==> src/sv/vasu_pkg.sv <==
`timescale 1ns / 1ps
// ----------------------------------------------------------------------------
// View angle snap unit package
// Shared widths, angle constants, opcodes, status type and the small
// comparison helpers used by the update and snap logic.
// ----------------------------------------------------------------------------
package vasu_pkg;

    localparam int VAL_W = 18;
    localparam int AZ_W  = 17;
    localparam int EL_W  = 16;
    localparam int LIM_W = 15;

    localparam int IN_DATA_W  = 40;
    localparam int OUT_DATA_W = 80;

    localparam logic [LIM_W-1:0] LIMIT_RESET = 15'd910;

    localparam logic OP_SET   = 1'b0;
    localparam logic OP_DELTA = 1'b1;

    // Working width for every angle sum and difference in the block.
    typedef logic signed [18:0] wide_t;

    localparam wide_t ANG_PI      = 19'sd32768;
    localparam wide_t ANG_HALF_PI = 19'sd16384;
    localparam wide_t ANG_TWO_PI  = 19'sd65536;
    localparam wide_t ANG_ZERO    = 19'sd0;

    // Axis classes; the snap logic tests X, Y and Z in that order.
    typedef enum logic [1:0] {
        AXIS_NONE = 2'd0,
        AXIS_X    = 2'd1,
        AXIS_Y    = 2'd2,
        AXIS_Z    = 2'd3
    } axis_t;

    typedef struct packed {
        axis_t      snap_axis;
        logic [5:0] look_flags;
        logic       near_zero;
    } snap_stat_t;

    // True when |x - c| is strictly below the limit.
    function automatic logic near_fn(wide_t x, wide_t c, logic [LIM_W-1:0] lim);
        wide_t       d;
        logic [18:0] m;
        d = x - c;
        m = d[18] ? 19'(-d) : d;
        return m < {4'b0000, lim};
    endfunction

    function automatic wide_t clamp_fn(wide_t x, wide_t lim);
        wide_t r;
        if (x > lim)
        begin
            r = lim;
        end
        else if (x < -lim)
        begin
            r = -lim;
        end
        else
        begin
            r = x;
        end
        return r;
    endfunction

endpackage

==> src/sv/vasu_update.sv <==
`timescale 1ns / 1ps
// ----------------------------------------------------------------------------
// View angle update
// Forms the new stored azimuth and elevation from an absolute set or from
// deltas added to the stored angles, with the single azimuth wrap and clamps.
// ----------------------------------------------------------------------------
module vasu_update (
    input  logic                                opcode,
    input  logic signed [vasu_pkg::VAL_W-1:0]   azimuth_value,
    input  logic signed [vasu_pkg::VAL_W-1:0]   elevation_value,
    input  logic signed [vasu_pkg::AZ_W-1:0]    azimuth_state,
    input  logic signed [vasu_pkg::EL_W-1:0]    elevation_state,
    output logic signed [vasu_pkg::AZ_W-1:0]    azimuth_new,
    output logic signed [vasu_pkg::EL_W-1:0]    elevation_new
);

    vasu_pkg::wide_t az_sum;
    vasu_pkg::wide_t az_pick;
    vasu_pkg::wide_t el_pick;
    vasu_pkg::wide_t az_lim;
    vasu_pkg::wide_t el_lim;

    always_comb
    begin
        az_sum = vasu_pkg::wide_t'(azimuth_state) + vasu_pkg::wide_t'(azimuth_value);
        if (az_sum > vasu_pkg::ANG_PI)
        begin
            az_sum = az_sum - vasu_pkg::ANG_TWO_PI;
        end
        else if (az_sum < -vasu_pkg::ANG_PI)
        begin
            az_sum = az_sum + vasu_pkg::ANG_TWO_PI;
        end

        if (opcode == vasu_pkg::OP_DELTA)
        begin
            az_pick = az_sum;
            el_pick = vasu_pkg::wide_t'(elevation_state) +
                      vasu_pkg::wide_t'(elevation_value);
        end
        else
        begin
            az_pick = vasu_pkg::wide_t'(azimuth_value);
            el_pick = vasu_pkg::wide_t'(elevation_value);
        end

        az_lim = vasu_pkg::clamp_fn(az_pick, vasu_pkg::ANG_PI);
        el_lim = vasu_pkg::clamp_fn(el_pick, vasu_pkg::ANG_HALF_PI);
    end

    assign azimuth_new   = az_lim[vasu_pkg::AZ_W-1:0];
    assign elevation_new = el_lim[vasu_pkg::EL_W-1:0];

endmodule

==> src/sv/vasu_snap.sv <==
`timescale 1ns / 1ps
// ----------------------------------------------------------------------------
// View angle snap classifier
// Snaps each angle to a multiple of pi/2 that it is close to when both are close
// to one, taking the first match in priority order, and derives the axis class,
// looking-direction flags and zero flag.
module vasu_snap (
    input  logic signed [vasu_pkg::AZ_W-1:0]    azimuth,
    input  logic signed [vasu_pkg::EL_W-1:0]    elevation,
    input  logic        [vasu_pkg::LIM_W-1:0]   snap_limit,
    output logic signed [vasu_pkg::AZ_W-1:0]    snapped_azimuth,
    output logic signed [vasu_pkg::EL_W-1:0]    snapped_elevation,
    output vasu_pkg::snap_stat_t                stat
);

    vasu_pkg::wide_t az;
    vasu_pkg::wide_t el;
    vasu_pkg::wide_t aaz;
    vasu_pkg::wide_t ael;
    vasu_pkg::wide_t saz;
    vasu_pkg::wide_t sel;

    logic az_z, az_ph, az_pp, az_mh, az_mp;
    logic el_z, el_ph, el_mh;
    logic abs_az_h, abs_az_p, abs_el_h, az_any;
    logic saz_small, sel_small;

    always_comb
    begin
        az  = vasu_pkg::wide_t'(azimuth);
        el  = vasu_pkg::wide_t'(elevation);
        aaz = az[18] ? -az : az;
        ael = el[18] ? -el : el;

        az_z  = vasu_pkg::near_fn(az, vasu_pkg::ANG_ZERO, snap_limit);
        az_ph = vasu_pkg::near_fn(az, vasu_pkg::ANG_HALF_PI, snap_limit);
        az_pp = vasu_pkg::near_fn(az, vasu_pkg::ANG_PI, snap_limit);
        az_mh = vasu_pkg::near_fn(az, -vasu_pkg::ANG_HALF_PI, snap_limit);
        az_mp = vasu_pkg::near_fn(az, -vasu_pkg::ANG_PI, snap_limit);
        el_z  = vasu_pkg::near_fn(el, vasu_pkg::ANG_ZERO, snap_limit);
        el_ph = vasu_pkg::near_fn(el, vasu_pkg::ANG_HALF_PI, snap_limit);
        el_mh = vasu_pkg::near_fn(el, -vasu_pkg::ANG_HALF_PI, snap_limit);

        abs_az_h = vasu_pkg::near_fn(aaz, vasu_pkg::ANG_HALF_PI, snap_limit);
        abs_az_p = vasu_pkg::near_fn(aaz, vasu_pkg::ANG_PI, snap_limit);
        abs_el_h = vasu_pkg::near_fn(ael, vasu_pkg::ANG_HALF_PI, snap_limit);
        az_any   = az_z || abs_az_h || abs_az_p;

        // Snapping happens only when both angles sit near a pi/2 multiple;
        // the first matching target in priority order wins.
        saz = az;
        sel = el;
        if ((el_z || el_ph || el_mh) && (az_z || az_ph || az_pp || az_mh || az_mp))
        begin
            if (az_z)
            begin
                saz = vasu_pkg::ANG_ZERO;
            end
            else if (az_ph)
            begin
                saz = vasu_pkg::ANG_HALF_PI;
            end
            else if (az_pp)
            begin
                saz = vasu_pkg::ANG_PI;
            end
            else if (az_mh)
            begin
                saz = -vasu_pkg::ANG_HALF_PI;
            end
            else
            begin
                saz = -vasu_pkg::ANG_PI;
            end

            if (el_z)
            begin
                sel = vasu_pkg::ANG_ZERO;
            end
            else if (el_ph)
            begin
                sel = vasu_pkg::ANG_HALF_PI;
            end
            else
            begin
                sel = -vasu_pkg::ANG_HALF_PI;
            end
        end

        if (abs_az_h && el_z)
        begin
            stat.snap_axis = vasu_pkg::AXIS_X;
        end
        else if ((az_z || abs_az_p) && el_z)
        begin
            stat.snap_axis = vasu_pkg::AXIS_Y;
        end
        else if (abs_el_h)
        begin
            stat.snap_axis = vasu_pkg::AXIS_Z;
        end
        else
        begin
            stat.snap_axis = vasu_pkg::AXIS_NONE;
        end

        stat.look_flags[0] = !az[18] && az_ph && el_z;
        stat.look_flags[1] = (az[18] || (az == vasu_pkg::ANG_ZERO)) && az_mh && el_z;
        stat.look_flags[2] = el_z && az_z;
        stat.look_flags[3] = abs_az_p && el_z;
        stat.look_flags[4] = el_mh && az_any;
        stat.look_flags[5] = el_ph && az_any;

        saz_small      = vasu_pkg::near_fn(saz, vasu_pkg::ANG_ZERO, snap_limit);
        sel_small      = vasu_pkg::near_fn(sel, vasu_pkg::ANG_ZERO, snap_limit);
        stat.near_zero = saz_small && sel_small;
    end

    assign snapped_azimuth   = saz[vasu_pkg::AZ_W-1:0];
    assign snapped_elevation = sel[vasu_pkg::EL_W-1:0];

endmodule

==> src/sv/view_angle_snap_unit_core.sv <==
`timescale 1ns / 1ps
// Pipeline: each item passes through one input register and then one result
// register before it is presented on the master side.
// Throughput: one transfer per cycle while the master side does not stall; the
// stored-angle update is combinational.
// Reset: the stored angles clear to zero, snap_limit returns to 910
// (five degrees) and both pipeline stages empty.
// ----------------------------------------------------------------------------
// View angle snap unit core
// Camera azimuth and elevation kept as binary angles (pi is 32768), with
// absolute or delta updates and snapping to multiples of pi/2.
// ----------------------------------------------------------------------------
module view_angle_snap_unit_core (
    input  logic                                 clk,
    input  logic                                 rst_n,

    input  logic                                 s_axis_tvalid,
    output logic                                 s_axis_tready,
    // [17:0] azimuth_value, [35:18] elevation_value, [39:36] zero
    input  logic [vasu_pkg::IN_DATA_W-1:0]       s_axis_tdata,
    // [0] opcode
    input  logic                                 s_axis_tuser,

    output logic                                 m_axis_tvalid,
    input  logic                                 m_axis_tready,
    // [16:0] azimuth_now, [32:17] elevation_now, [49:33] snapped_azimuth,
    // [65:50] snapped_elevation, [67:66] snap_axis, [73:68] look_flags,
    // [74] near_zero, [79:75] zero
    output logic [vasu_pkg::OUT_DATA_W-1:0]      m_axis_tdata,

    input  logic                                 snap_limit_we,
    input  logic [vasu_pkg::LIM_W-1:0]           snap_limit_wdata
);

    // Input stage. It empties whenever the result stage can take its item,
    // so a new transfer is taken every cycle while results keep flowing.
    logic                                  in_vld_reg;
    logic                                  in_op_reg;
    logic signed [vasu_pkg::VAL_W-1:0]     in_az_reg;
    logic signed [vasu_pkg::VAL_W-1:0]     in_el_reg;

    // Result stage and the stored view angles.
    logic                                  out_vld_reg;
    logic [vasu_pkg::OUT_DATA_W-1:0]       out_data_reg;
    logic [vasu_pkg::OUT_DATA_W-1:0]       out_data_next;
    logic signed [vasu_pkg::AZ_W-1:0]      azimuth_reg;
    logic signed [vasu_pkg::EL_W-1:0]      elevation_reg;
    logic signed [vasu_pkg::AZ_W-1:0]      azimuth_next;
    logic signed [vasu_pkg::EL_W-1:0]      elevation_next;
    logic [vasu_pkg::LIM_W-1:0]            snap_limit_reg;

    logic signed [vasu_pkg::AZ_W-1:0]      snapped_az;
    logic signed [vasu_pkg::EL_W-1:0]      snapped_el;
    vasu_pkg::snap_stat_t                  stat;

    logic advance;
    logic take_in;

    // The result stage moves when it is empty or its result is being taken.
    assign advance       = !out_vld_reg || m_axis_tready;
    assign s_axis_tready = !in_vld_reg || advance;
    assign take_in       = s_axis_tvalid && s_axis_tready;

    // The update reads the stored angles, which already hold the effect of
    // every item that has left this stage, so deltas chain
    // correctly between back-to-back transfers.
    vasu_update u_update (
        .opcode          (in_op_reg),
        .azimuth_value   (in_az_reg),
        .elevation_value (in_el_reg),
        .azimuth_state   (azimuth_reg),
        .elevation_state (elevation_reg),
        .azimuth_new     (azimuth_next),
        .elevation_new   (elevation_next)
    );

    vasu_snap u_snap (
        .azimuth           (azimuth_next),
        .elevation         (elevation_next),
        .snap_limit        (snap_limit_reg),
        .snapped_azimuth   (snapped_az),
        .snapped_elevation (snapped_el),
        .stat              (stat)
    );

    assign out_data_next = {5'b00000, stat.near_zero, stat.look_flags, stat.snap_axis,
                            snapped_el, snapped_az, elevation_next, azimuth_next};

    always_ff @(posedge clk or negedge rst_n)
    begin
        if (!rst_n)
        begin
            in_vld_reg     <= 1'b0;
            out_vld_reg    <= 1'b0;
            azimuth_reg    <= '0;
            elevation_reg  <= '0;
            snap_limit_reg <= vasu_pkg::LIMIT_RESET;
        end
        else
        begin
            if (s_axis_tready)
            begin
                in_vld_reg <= s_axis_tvalid;
            end
            if (advance)
            begin
                out_vld_reg <= in_vld_reg;
            end
            if (advance && in_vld_reg)
            begin
                azimuth_reg   <= azimuth_next;
                elevation_reg <= elevation_next;
            end
            if (snap_limit_we)
            begin
                snap_limit_reg <= snap_limit_wdata;
            end
        end
    end

    // Payload registers carry no reset; their valid bits qualify them.
    always_ff @(posedge clk)
    begin
        if (take_in)
        begin
            in_op_reg <= s_axis_tuser;
            in_az_reg <= s_axis_tdata[vasu_pkg::VAL_W-1:0];
            in_el_reg <= s_axis_tdata[2*vasu_pkg::VAL_W-1:vasu_pkg::VAL_W];
        end
        if (advance && in_vld_reg)
        begin
            out_data_reg <= out_data_next;
        end
    end

    assign m_axis_tvalid = out_vld_reg;
    assign m_axis_tdata  = out_data_reg;

endmodule

==> config.mk <==
export PLATFORM = sky130hd
export DESIGN_NAME = view_angle_snap_unit_core
export DESIGN_NICKNAME = d
export VERILOG_FILES = /design/src/sv/vasu_pkg.sv /design/src/sv/vasu_update.sv /design/src/sv/vasu_snap.sv /design/src/sv/view_angle_snap_unit_core.sv
export SDC_FILE = /design/constraint.sdc
export NUM_CORES = 1
export LEC_CHECK = 0
export BUFFER_PORTS_ARGS = -buffer_cell sky130_fd_sc_hd__buf_4
export CORE_ASPECT_RATIO = 0.75
export CORE_MARGIN = 3
export CORE_UTILIZATION = 44
export CTS_BUF_LIST = sky130_fd_sc_hd__clkbuf_16
export DETAILED_ROUTE_END_ITERATION = 12
export GPL_TIMING_DRIVEN = 0
export PLACE_DENSITY_LB_ADDON = 0.12
export REMOVE_ABC_BUFFERS = 1
export SLEW_MARGIN = 20
export SYNTH_ARGS = -nofsm -noshare
export SYNTH_HDL_FRONTEND = slang
export SYNTH_SLANG_ARGS = --single-unit
==> constraint.sdc <==
create_clock -name clk -period 20 [get_ports clk]
set_input_delay 6 -clock clk [delete_from_list [all_inputs] [get_ports clk]]
set_output_delay 6 -clock clk [all_outputs]
set_load 0.01 [all_outputs]
==> Word level (Yosys, flattened, before mapping) <==
Cells that the tools add are included.
{ "word_totals": {"elab_cells": 116, "inputBits": 61, "ff_bits": 162, "out_inout_bits": 82} }
{ "classes": {"n_mux": 31, "add_sub_neg": 26, "n_reduce_logical": 30, "order_cmp": 19} }
{ "op_table": {"columns": ["cell", "count"], "rows": [
  ["$mux 19", 24],
  ["$lt 19x15->1", 13],
  ["$neg 19->19", 11],
  ["$gt 19x17->1 const B", 2],
  ["$lt 19x16->1 const B", 2],
  ["$sub 19x16->19 const B", 2],
  ["$sub 17x16->18 const B", 2],
  ["$mux 17", 2],
  ["$mux 16", 2],
  ["$add 16x18->19", 1],
  ["$add 17x18->19", 1],
  ["$add 19x18->19 const B", 1],
  ["$gt 19x16->1 const B", 1],
  ["$logic_not 19->1", 1],
  ["$lt 19x15->1 const B", 1],
  ["$neg 16->19", 1],
  ["$neg 17->19", 1],
  ["$sub 19x17->19 const B", 1],
  ["$sub 19x18->19 const B", 1],
  ["$sub 17x15->18 const B", 1],
  ["$sub 17x17->18 const B", 1],
  ["$sub 16x15->17 const B", 1],
  ["$sub 16x16->17 const B", 1],
  ["$mux 15", 1],
  ["4 further kinds", 31]
]} }

==> Depth between registers and ports, before layout <==
Gate-level depths: netlist of run 1.
{ "logic_depth": {"word_depth": 22, "depth_mapped": 59, "mapped_depth_nobuf": 55} }

==> Cells and area by module <==
A second synthesis of run 1 with hierarchy kept.
{ "hier_totals": {"hier_cells": 1948, "area_unflattened_um2": 17525.6} }
{ "by_module_without_submodules": {"columns": ["module", "instances", "cells_per_inst", "area_per_inst_um2", "seq_area_each_um2"], "rows": [
  ["vasu_snap", 1, 1263, 8967.4, 0.0],
  ["view_angle_snap_unit_core", 1, 228, 5413.9, 4621.9],
  ["vasu_update", 1, 457, 3144.3, 0.0]
]} }

==> Least setup slack after synthesis of run 1 <==
Ideal clock, no wire load.
{ "synth_path": {"path_kind": "in2out", "startpoint": "in m_axis_tready", "endpoint": "out s_axis_tready", "slack_ps": 7791, "arrival_ps": 6209, "required_ps": 14000, "cell_stages": 1, "n_path_buf": 0, "path_cell_list": "nand3b_1"} }
{ "synth_via": {"elab_chain_cells": 2} }
{ "synth_rtl": {"columns": ["element", "line_no", "text"], "rows": [
  ["start: declaration", "view_angle_snap_unit_core.sv:25", "input logic m_axis_tready,"],
  ["$logic_or 1x1->1", "view_angle_snap_unit_core.sv:60", "assign advance = !out_vld_reg || m_axis_tready;"],
  ["$logic_or 1x1->1", "view_angle_snap_unit_core.sv:61", "assign s_axis_tready = !in_vld_reg || advance;"],
  ["end: declaration", "view_angle_snap_unit_core.sv:18", "output logic s_axis_tready,"]
]} }
No other way between the ends.

==> flow_metrics.env, run 1 <==
export IMPL_cts_buffers=17
export IMPL_holdPathStages=2
export IMPL_grt_pass1_vias=16700
export IMPL_min_delay_start="azimuth_reg[13]"
export IMPL_whs_endpoint="azimuth_reg[13]"
export IMPL_min_period_over_period_pct=77.4
export IMPL_ctsHoldBuffers=0
export IMPL_async_flop_share_pct=30.9
export IMPL_synth_warnings=0
export IMPL_cp_required_ns=20.30
export IMPL_rows=64
export IMPL_post_synth_top_area_fraction_pct=18.4
export IMPL_grt_pass1_wl_um=103000
export IMPL_io_buffers=133
export IMPL_power_density_nw_per_um2=183
export IMPL_cap_violations=0
export IMPL_overflow=0
export IMPL_crit_arrival_ns=15.78
export IMPL_yosysUniqueCellTypes=103
export IMPL_fillers=3957
export IMPL_pin_count=143
export IMPL_drc=0
export IMPL_largest_reg_flops=75
export IMPL_crit_fanout=31
export IMPL_finalMaxSlewViolations=0
export IMPL_diodes=0
export IMPL_synth_edf_count=112
export IMPL_antenna_found_initial=1
export IMPL_gp_congestion=0.953
export IMPL_ir_drop_mv=0.121
export IMPL_met2_usage_pct=41.4
export IMPL_crit_path_frequent_cell="ha_1"
export IMPL_p_leak_uw=0.00920
export IMPL_worst_slack_ns=4.52
export IMPL_yosys_top_cells_area="edfxtp_1 18%, ha_1 17%, dfrtp_1 6.0%"
export IMPL_grt_max_degree=68
export IMPL_hold_worst_slack_ns=0.487
export IMPL_drtAntennaViolNets=0
export IMPL_core_region_area_um2=40900
export IMPL_rr_worst_depth=52
export IMPL_initial_core_util_pct=44.8
export IMPL_syn_avg_cell_area_um2=8.30
export IMPL_htreeDepth=4
export IMPL_root_buffer="clkbuf_16"
export IMPL_tightestPinTransition_ns=1.14
export IMPL_viasPerCell=6.37
export IMPL_path_class="register to register"
export IMPL_rsz0062_at_grt="false"
export IMPL_clock_sinks=162
export IMPL_ys_ff_latch=162
export IMPL_drive_gt1_share_pct=11.5
export IMPL_r2r_setup_slack_ns=4.52
export IMPL_final_nets=2595
export IMPL_dieArea_um2=44100
export IMPL_hold_violations=0
export IMPL_ctsResizeCount=0
export IMPL_outcome="completed"
export IMPL_ys_seq_area_share_pct=25.2
export IMPL_maxSlewHeadroom_pct=24.1
export IMPL_use_met3_pct=7.49
export IMPL_setup_viol=0
export IMPL_postCtsSetupBuffers=0
export IMPL_yosys_top_cells_count="252 x ha_1, 220 x nor2_1, 202 x nand2_1"
export IMPL_place_ws_ns=5.04
export IMPL_timing_rr_end="m_axis_tdata[74]"
export IMPL_min_path_type="register to register"
export IMPL_drtIter0Drc=2218
export IMPL_dr_pass1_iters=5
export IMPL_finalWirelength_um=68000
export IMPL_dp_hpwl_um=52200
export IMPL_routedWlPerCell_um=23.8
export IMPL_fin_skew_ns=0.0184
export IMPL_met1_usage_pct=47.4
export IMPL_cpPeakStageDelay_ns=0.77
export IMPL_die_h_um=183
export IMPL_finalCriticalPeriod_ns=15.48
export IMPL_ys_flop_type="edfxtp_1"
export IMPL_chipWidth_um=242
export IMPL_syn_inst=2206
export IMPL_synthesis_area_um2=18300
export IMPL_yosysMostFrequentCell="ha_1"
export IMPL_tritoncts="done"
export IMPL_yosysTopAreaCell="edfxtp_1"
export IMPL_vias=18200
export IMPL_gr_max_usage_layer="met1"
export IMPL_fmax_mhz=64.6
export IMPL_clkSlewWorstSetupHoldPaths_ns=0.08
export IMPL_tns_ns=0
export IMPL_slowest_stage="ha_1"
export IMPL_cp_end_kind="register"
export IMPL_clockBufferDepth=2
export IMPL_clock_latency_ns=0.48
export IMPL_areaGrowthSynthToFinish_pct=12.2
export IMPL_startpoint_type="register"
export IMPL_reg2reg_from="in_az_reg[0]"
export IMPL_grt_usage_pct=30.2
[critical path, delay by kind of cell (launching register included)]
family / cells / cell delay (ns)
buffers and inverters: 5 / 1.66
adders and majority gates: 7 / 2.86
and+or+nand+nor: 16 / 3.65
DFF: 1 / 0.47
AOI/OAI and AO/OA: 24 / 6.60
[metal layers]
layer | wire length, um | vias to the layer above
met1 | 33200 | 8831
met5 | 0 | -
met2 | 26700 | 882
met4 | 814 | 0
li1 | - | 8406
met3 | 7310 | 60
[layout by cell type, fill, tap and decap left out, types with 7 or more instances in the layout]
master and count:
edfxtp_1 112, nand3b_1 7, nor2_1 220, o2bb2ai_1 7
o22ai_1 12, o31ai_1 15, clkbuf_16 17, a21oi_1 130
nor4_1 13, o211ai_1 17, a21o_1 85, nand2b_1 22
a211o_1 8, o2111ai_1 10, and4_1 11, or2_2 8
xor2_1 40, o21ai_1 19, nor3_1 67, conb_1 7
or3_1 21, a311oi_1 7, nand4_1 54, and3_1 19
mux2i_1 17, and2_1 18, o21ai_0 155, xnor2_1 80
nand3_1 57, nor2b_1 30, a31oi_1 20, o21a_1 21
a211oi_1 27, mux2_2 15, nand2_1 200, inv_1 85
dfrtp_1 44, buf_4 136, ha_1 252
[report_power, final]
group	switching [uW]	internal, uW	leakage, uW
clock	161	175	0.000277
sequential	36.3	448	0.00174
combinational	1880	1060	0.00719
total	2070	1680	0.00920
[stage by stage]
step | total power (uW) | instance area, um2 | std cells | utilization, %
finish | 3760 | 20500 | 2854 | 50.2
global route | 4020 | 20500 | 2854 | 50.2
CTS | 3680 | 20500 | 2853 | 50.2
detailed placement | 3330 | 20000 | 2821 | 48.8
global placement | 3160 | 19600 | 2806 | 47.9
floorplan | 2370 | 17900 | 2112 | -
[worst max-delay path by stage]
stage / start / endpoint / slack, ns / cells after the start
final: in_az_reg[0] / m_axis_tdata[74] / 4.52 / 52
after global routing: in_az_reg[0] / m_axis_tdata[74] / 3.86 / 52
after CTS: in_az_reg[0] / m_axis_tdata[74] / 4.96 / 52
after detailed placement: in_az_reg[0] / m_axis_tdata[74] / 5.04 / 52
after global placement: in_op_reg / m_axis_tdata[74] / -0.66 / 44
after floorplan: in_op_reg / m_axis_tdata[74] / 6.41 / 44
[cell type report]
cell class / instances / area (um2) / share of cell area, %
clock inverters: 15 / 149 / 0.725
inverters: 93 / 355 / 1.73
clock buffers: 17 / 425 / 2.07
flip-flops and latches: 162 / 4620 / 22.5
multi-input cells: 1857 / 13000 / 63.5
repair buffers: 149 / 1250 / 6.07
well taps: 561 / 702 / 3.42
[cell families (layout without fill, tap and decap cells)]
kind of cell / after synthesis / count (layout) / share of synthesized area [%]
buffers and inverters: 192 / 274 / 4.37
AND/OR/NAND/NOR: 782 / 782 / 20.8
adder cells (fa/ha/maj): 254 / 254 / 17.4
AO/OA/AOI/OAI: 662 / 662 / 24.5
other: 2 / 7 / 0.0410
XOR/XNOR: 120 / 120 / 5.74
multiplexers: 32 / 32 / 1.85
flip-flops: 162 / 162 / 25.2
(Power assumes the default switching activity.)
==> run 2: changes to the inputs <==
clock period = 13.9 ns   (was 20 ns; I/O delays follow)
==> run 2 against run 1 <==
Combinational power up 46%. Clock skew barely moved. Register-to-register slack got worse by 4.0 ns. Non-clock buffer count is 11 higher. Hold slack hardly changed. Global-route usage barely moved. Final cell count up 0.39%. Sequential power grew 44%. Critical path depth unchanged. Critical path type unchanged. Critical endpoint unchanged. Largest cell class unchanged.
==> flow_metrics.env, run 2 (synthesis gave the netlist of run 1 again) <==
export IMPL_placed_cells=2821
export IMPL_fmax_mhz=74.8
export IMPL_crit_arrival_ns=13.67
export IMPL_cts_buffers=17
export IMPL_drtIter0Drc=2051
export IMPL_tightestPinTransition_ns=1.21
export IMPL_htreeDepth=4
export IMPL_min_period_over_period_pct=96.2
export IMPL_routedWlPerCell_um=23.8
export IMPL_power_density_nw_per_um2=264
export IMPL_pin_count=143
export IMPL_diodes=0
export IMPL_cap_violations=0
export IMPL_grt_usage_pct=30.2
export IMPL_root_buffer="clkbuf_16"
export IMPL_drc=0
export IMPL_grt_pass1_vias=16700
export IMPL_outcome="completed"
export IMPL_overflow=0
export IMPL_grt_pass1_wl_um=103000
export IMPL_gp_congestion=0.953
export IMPL_crit_family="compound AO/OA/AOI/OAI gates"
export IMPL_slowest_stage="a41oi_4"
export IMPL_die_h_um=183
export IMPL_grt_max_degree=68
export IMPL_dieArea_um2=44100
export IMPL_worst_path_buf_inv=6
export IMPL_regArea_um2=4620
export IMPL_final_nets=2606
export IMPL_layout_common_cells="251 x ha_1, 220 x nor2_1, 199 x nand2_1"
export IMPL_finalWirelength_um=68200
export IMPL_drtAntennaViolNets=0
export IMPL_clkSlewWorstSetupHoldPaths_ns=0.07
export IMPL_fin_cells=2865
export IMPL_tritoncts="done"
export IMPL_finalMaxSlewViolations=0
export IMPL_path_class="register to register"
export IMPL_ir_drop_mv=0.173
export IMPL_ctsHoldBuffers=0
export IMPL_io_buffers=133
export IMPL_worst_slack_ns=0.535
export IMPL_rows=64
export IMPL_initial_core_util_pct=44.8
export IMPL_place_ws_ns=-1.06
export IMPL_vias=18300
export IMPL_core_region_area_um2=40900
export IMPL_p_leak_uw=0.00927
export IMPL_largest_reg_flops=75
export IMPL_viasPerCell=6.37
export IMPL_fillers=3941
export IMPL_cp_required_ns=14.20
export IMPL_startpoint_type="register"
export IMPL_clock_latency_ns=0.48
export IMPL_layout_cells_most_common="ha_1"
export IMPL_hold_violations=0
export IMPL_post_route_util_pct=50.6
export IMPL_hold_worst_slack_ns=0.487
export IMPL_finalCriticalPeriod_ns=13.37
export IMPL_dp_hpwl_um=52200
export IMPL_dr_pass1_iters=6
export IMPL_setup_viol=0
export IMPL_antenna_found_initial=1
export IMPL_fin_skew_ns=0.0180
export IMPL_min_path_type="register to register"
export IMPL_crit_fanout=31
export IMPL_rsz0062_at_grt="false"
export IMPL_chipWidth_um=242
export IMPL_areaGrowthSynthToFinish_pct=13.1
export IMPL_drive_gt1_share_pct=12.3
export IMPL_cp_end_kind="register"
export IMPL_clockBufferDepth=2
export IMPL_multi_input_area_um2=13100
export IMPL_cpPeakStageDelay_ns=0.50
export IMPL_maxSlewHeadroom_pct=19.6
export IMPL_clock_sinks=162
-- run 2: changes by cell type in the layout (fill, tap and decap cells not counted), sizes merged --
cell	before	now
inv	97	98
buf	149	160
clkinv	7	6
-- run 2: worst reg2reg max path, delay by kind of cell, from the launching register on --
kind                     cells  cell delay, ns
adder cells (fa/ha/maj)      6            2.22
AO/OA/AOI/OAI               26            6.64
AND/OR/NAND/NOR             14            2.48
buffers and inverters        6            1.38
flip-flops                   1            0.48
-- run 2: repair_timing --
action	CTS	global route
endpoints found under the setup margin	1	1
pin swaps	0	4
hold endpoints to repair	0	0
setup buffers	0	11
gates resized for setup	4	12
-- run 2: power by group --
group          switching (uW)  internal [uW]
sequential               52.4            645
combinational            2720           1570
clock                     230            252
total                    3000           2460
-- run 2: path summary, 6_finish.rpt --
kind,start,endpoint,slack [ns],depth (start not counted)
worst max-delay path,in_az_reg[0],m_axis_tdata[74],0.53,52
worst min-delay path,azimuth_reg[13],azimuth_reg[13],0.49,2
max in group asynchronous,rst_n,elevation_reg[5],9.50,1
min in group asynchronous,rst_n,azimuth_reg[15],3.82,1
worst max register to register,in_az_reg[0],m_axis_tdata[74],0.53,52
worst min register to register,azimuth_reg[13],azimuth_reg[13],0.49,2
-- run 2: area by class of cell --
cell class              count  area share, %
multi-input cells        1857           63.4
inverters                  93           1.75
well taps                 561           3.39
flip-flops and latches    162           22.3
clock buffers              17           2.05
clock inverters            15          0.719
repair buffers            160           6.42
-- run 2: per-stage QoR --
| step | setup TNS, ns | instance area, um2 | power [uW] |
|---|---|---|---|
| detailed placement | -1.06 | 20000 | 4780 |
| finish | 0 | 20700 | 5470 |
| global route | 0 | 20700 | 5850 |
| CTS | 0 | 20600 | 5300 |
| floorplan | 0 | 17900 | 3410 |
| global placement | -135.24 | 19600 | 4540 |
-- run 2: per-layer routing --
layer  track usage [%]  vias to the layer above  wire length [um]
met5                 0                        -                 0
met4              5.58                        0               799
met3              7.46                       60              7110
li1                  -                     8418                 -
met2              41.5                      874             26700
met1              47.3                     8901             33500
==> run 3: changes to the inputs <==
PLACE_DENSITY = 0.61   (was default)
PLACE_DENSITY_LB_ADDON = default   (was 0.12)
==> run 3 against run 2 <==
Design area down 0.21%. Die area unchanged. Final cell count fell by 0.28%. Clock power grew 3%. Wire length decreased by 0.87%. Critical endpoint unchanged. Largest cell class unchanged.
==> flow_metrics.env, run 3 (synthesis gave the netlist of run 1 again) <==
export IMPL_cap_violations=0
export IMPL_tritoncts="done"
export IMPL_fmax_mhz=75.5
export IMPL_clock_sinks=162
export IMPL_ctsHoldBuffers=0
export IMPL_path_class="register to register"
export IMPL_ir_drop_mv=0.209
export IMPL_layout_cells_most_common="ha_1"
export IMPL_seqPwrFrac_pct=12.6
export IMPL_areaGrowthSynthToFinish_pct=12.8
export IMPL_min_period_over_period_pct=95.3
export IMPL_grt_usage_pct=29.9
export IMPL_htreeDepth=4
export IMPL_min_delay_start="azimuth_reg[13]"
export IMPL_finalPower_uw=5490
export IMPL_post_route_util_pct=50.5
export IMPL_tightestPinTransition_ns=1.15
export IMPL_grt_pass1_vias=16800
export IMPL_crit_fanout=29
export IMPL_maxSlewHeadroom_pct=23.3
export IMPL_antenna_found_initial=0
export IMPL_diodes=0
export IMPL_holdPathStages=2
export IMPL_tns_ns=0
export IMPL_rr_worst_depth=44
export IMPL_p_comb_share_pct=78.3
export IMPL_r2r_setup_slack_ns=0.65
export IMPL_fillers=3925
export IMPL_cts_buffers=17
export IMPL_core_region_area_um2=40900
export IMPL_drc=0
export IMPL_startpoint_type="register"
export IMPL_hold_violations=0
export IMPL_min_path_type="register to register"
export IMPL_multi_input_area_um2=13100
export IMPL_p_leak_uw=0.00924
export IMPL_fin_skew_ns=0.0180
export IMPL_power_density_nw_per_um2=266
export IMPL_worst_slack_ns=0.652
export IMPL_final_nets=2598
export IMPL_rows=64
export IMPL_hold_worst_slack_ns=0.489
export IMPL_clock_latency_ns=0.48
export IMPL_largest_reg_flops=75
export IMPL_overflow=0
export IMPL_chipWidth_um=242
export IMPL_finalWirelength_um=67600
export IMPL_initial_core_util_pct=44.8
export IMPL_drive_gt1_share_pct=12.0
export IMPL_rsz0062_at_grt="false"
export IMPL_slowest_stage="inv_2"
export IMPL_pin_count=143
export IMPL_cp_required_ns=14.14
export IMPL_p_clk_share_pct=9.1
export IMPL_dp_hpwl_um=51500
export IMPL_p_int_uw=2460
export IMPL_place_ws_ns=-0.686
export IMPL_p_sw_uw=3030
export IMPL_clockBufferDepth=2
export IMPL_dr_pass1_iters=6
export IMPL_routedWlPerCell_um=23.7
export IMPL_io_buffers=133
export IMPL_reg2reg_from="in_op_reg"
export IMPL_whs_endpoint="azimuth_reg[13]"
export IMPL_drtIter0Drc=2223
export IMPL_outcome="completed"
export IMPL_cp_end_kind="register"
export IMPL_cpPeakStageDelay_ns=0.72
export IMPL_dieArea_um2=44100
export IMPL_grt_max_degree=68
export IMPL_layout_common_cells="251 x ha_1, 219 x nor2_1, 199 x nand2_1"
export IMPL_clkSlewWorstSetupHoldPaths_ns=0.07
export IMPL_root_buffer="clkbuf_16"
export IMPL_finalCriticalPeriod_ns=13.25
export IMPL_grt_pass1_wl_um=102000
export IMPL_drtAntennaViolNets=0
export IMPL_vias=18300
export IMPL_switching_share_pct=55.1
export IMPL_gp_congestion=0.976
export IMPL_crit_arrival_ns=13.49
export IMPL_viasPerCell=6.39
export IMPL_timing_rr_end="m_axis_tdata[74]"
export IMPL_setup_viol=0
export IMPL_finalMaxSlewViolations=0
export IMPL_die_h_um=183
export IMPL_regArea_um2=4620
run 3: cell types whose count changed in the layout (fill, tap and decap cells not counted), moves of 2 or more:
cell,change
buf_4,-9
buf_12,+2
clkinv_8,+2
inv_6,-3
a2bb2oi_2,-2
run 3: area by class of cell:
cell class / count / area share, %
Timing Repair Buffer: 151 / 6.11
Sequential cell: 162 / 22.4
Clock inverter: 15 / 0.841
Clock buffer: 17 / 2.06
Inverter: 93 / 1.74
Tap cell: 561 / 3.40
Multi-Input combinational cell: 1858 / 63.5
run 3: layer usage:
layer / vias up / track usage [%] / share of wire [%]
li1: 8420 / - / -
met1: 8824 / 46.7 / 49
met2: 952 / 40.9 / 39
met3: 61 / 6.92 / 11
met4: 2 / 6.41 / 1.5
met5: - / 1.37 / 0.13
run 3: per-stage QoR:
stage,cell area [um2],cells
after floorplan,17900,2112
after global placement,19600,2806
after detailed placement,19900,2820
after CTS,20600,2852
after global routing,20700,2857
final,20700,2857
run 3: how the worst max path moves through the flow:
stage / startpoint / end / cells after the start
finish: in_op_reg / m_axis_tdata[74] / 44
global route: in_az_reg[0] / m_axis_tdata[74] / 49
CTS: in_az_reg[0] / m_axis_tdata[74] / 44
detailed placement: in_az_reg[0] / m_axis_tdata[74] / 49
global placement: in_op_reg / m_axis_tdata[74] / 41
floorplan: in_op_reg / m_axis_tdata[74] / 44
run 3: worst max-delay path, delay by kind of cell (launching register included):
kind                       cells  cell delay (ns)
buffers and inverters          6             1.62
AOI/OAI and AO/OA             15             4.16
adders and majority gates      4             1.41
DFF                            1             0.70
and+or+nand+nor               18             4.86
xor gates and xnor gates       1             0.20
run 3: what timing repair did:
| item | in CTS | in global routing |
|---|---|---|
| gates cloned | 0 | 1 |
| setup endpoints to repair | 1 | 1 |
| setup buffers | 0 | 4 |
| pin swaps | 0 | 4 |
| gates resized for setup | 4 | 9 |
run 3: power groups by stage:
stage	sequential, uW	clock (uW)	combinational, uW
CTS	693	510	4090
global placement	708	0	3830
finish	693	498	4300
floorplan	714	0	2690
detailed placement	701	0	4050
global route	702	526	4650
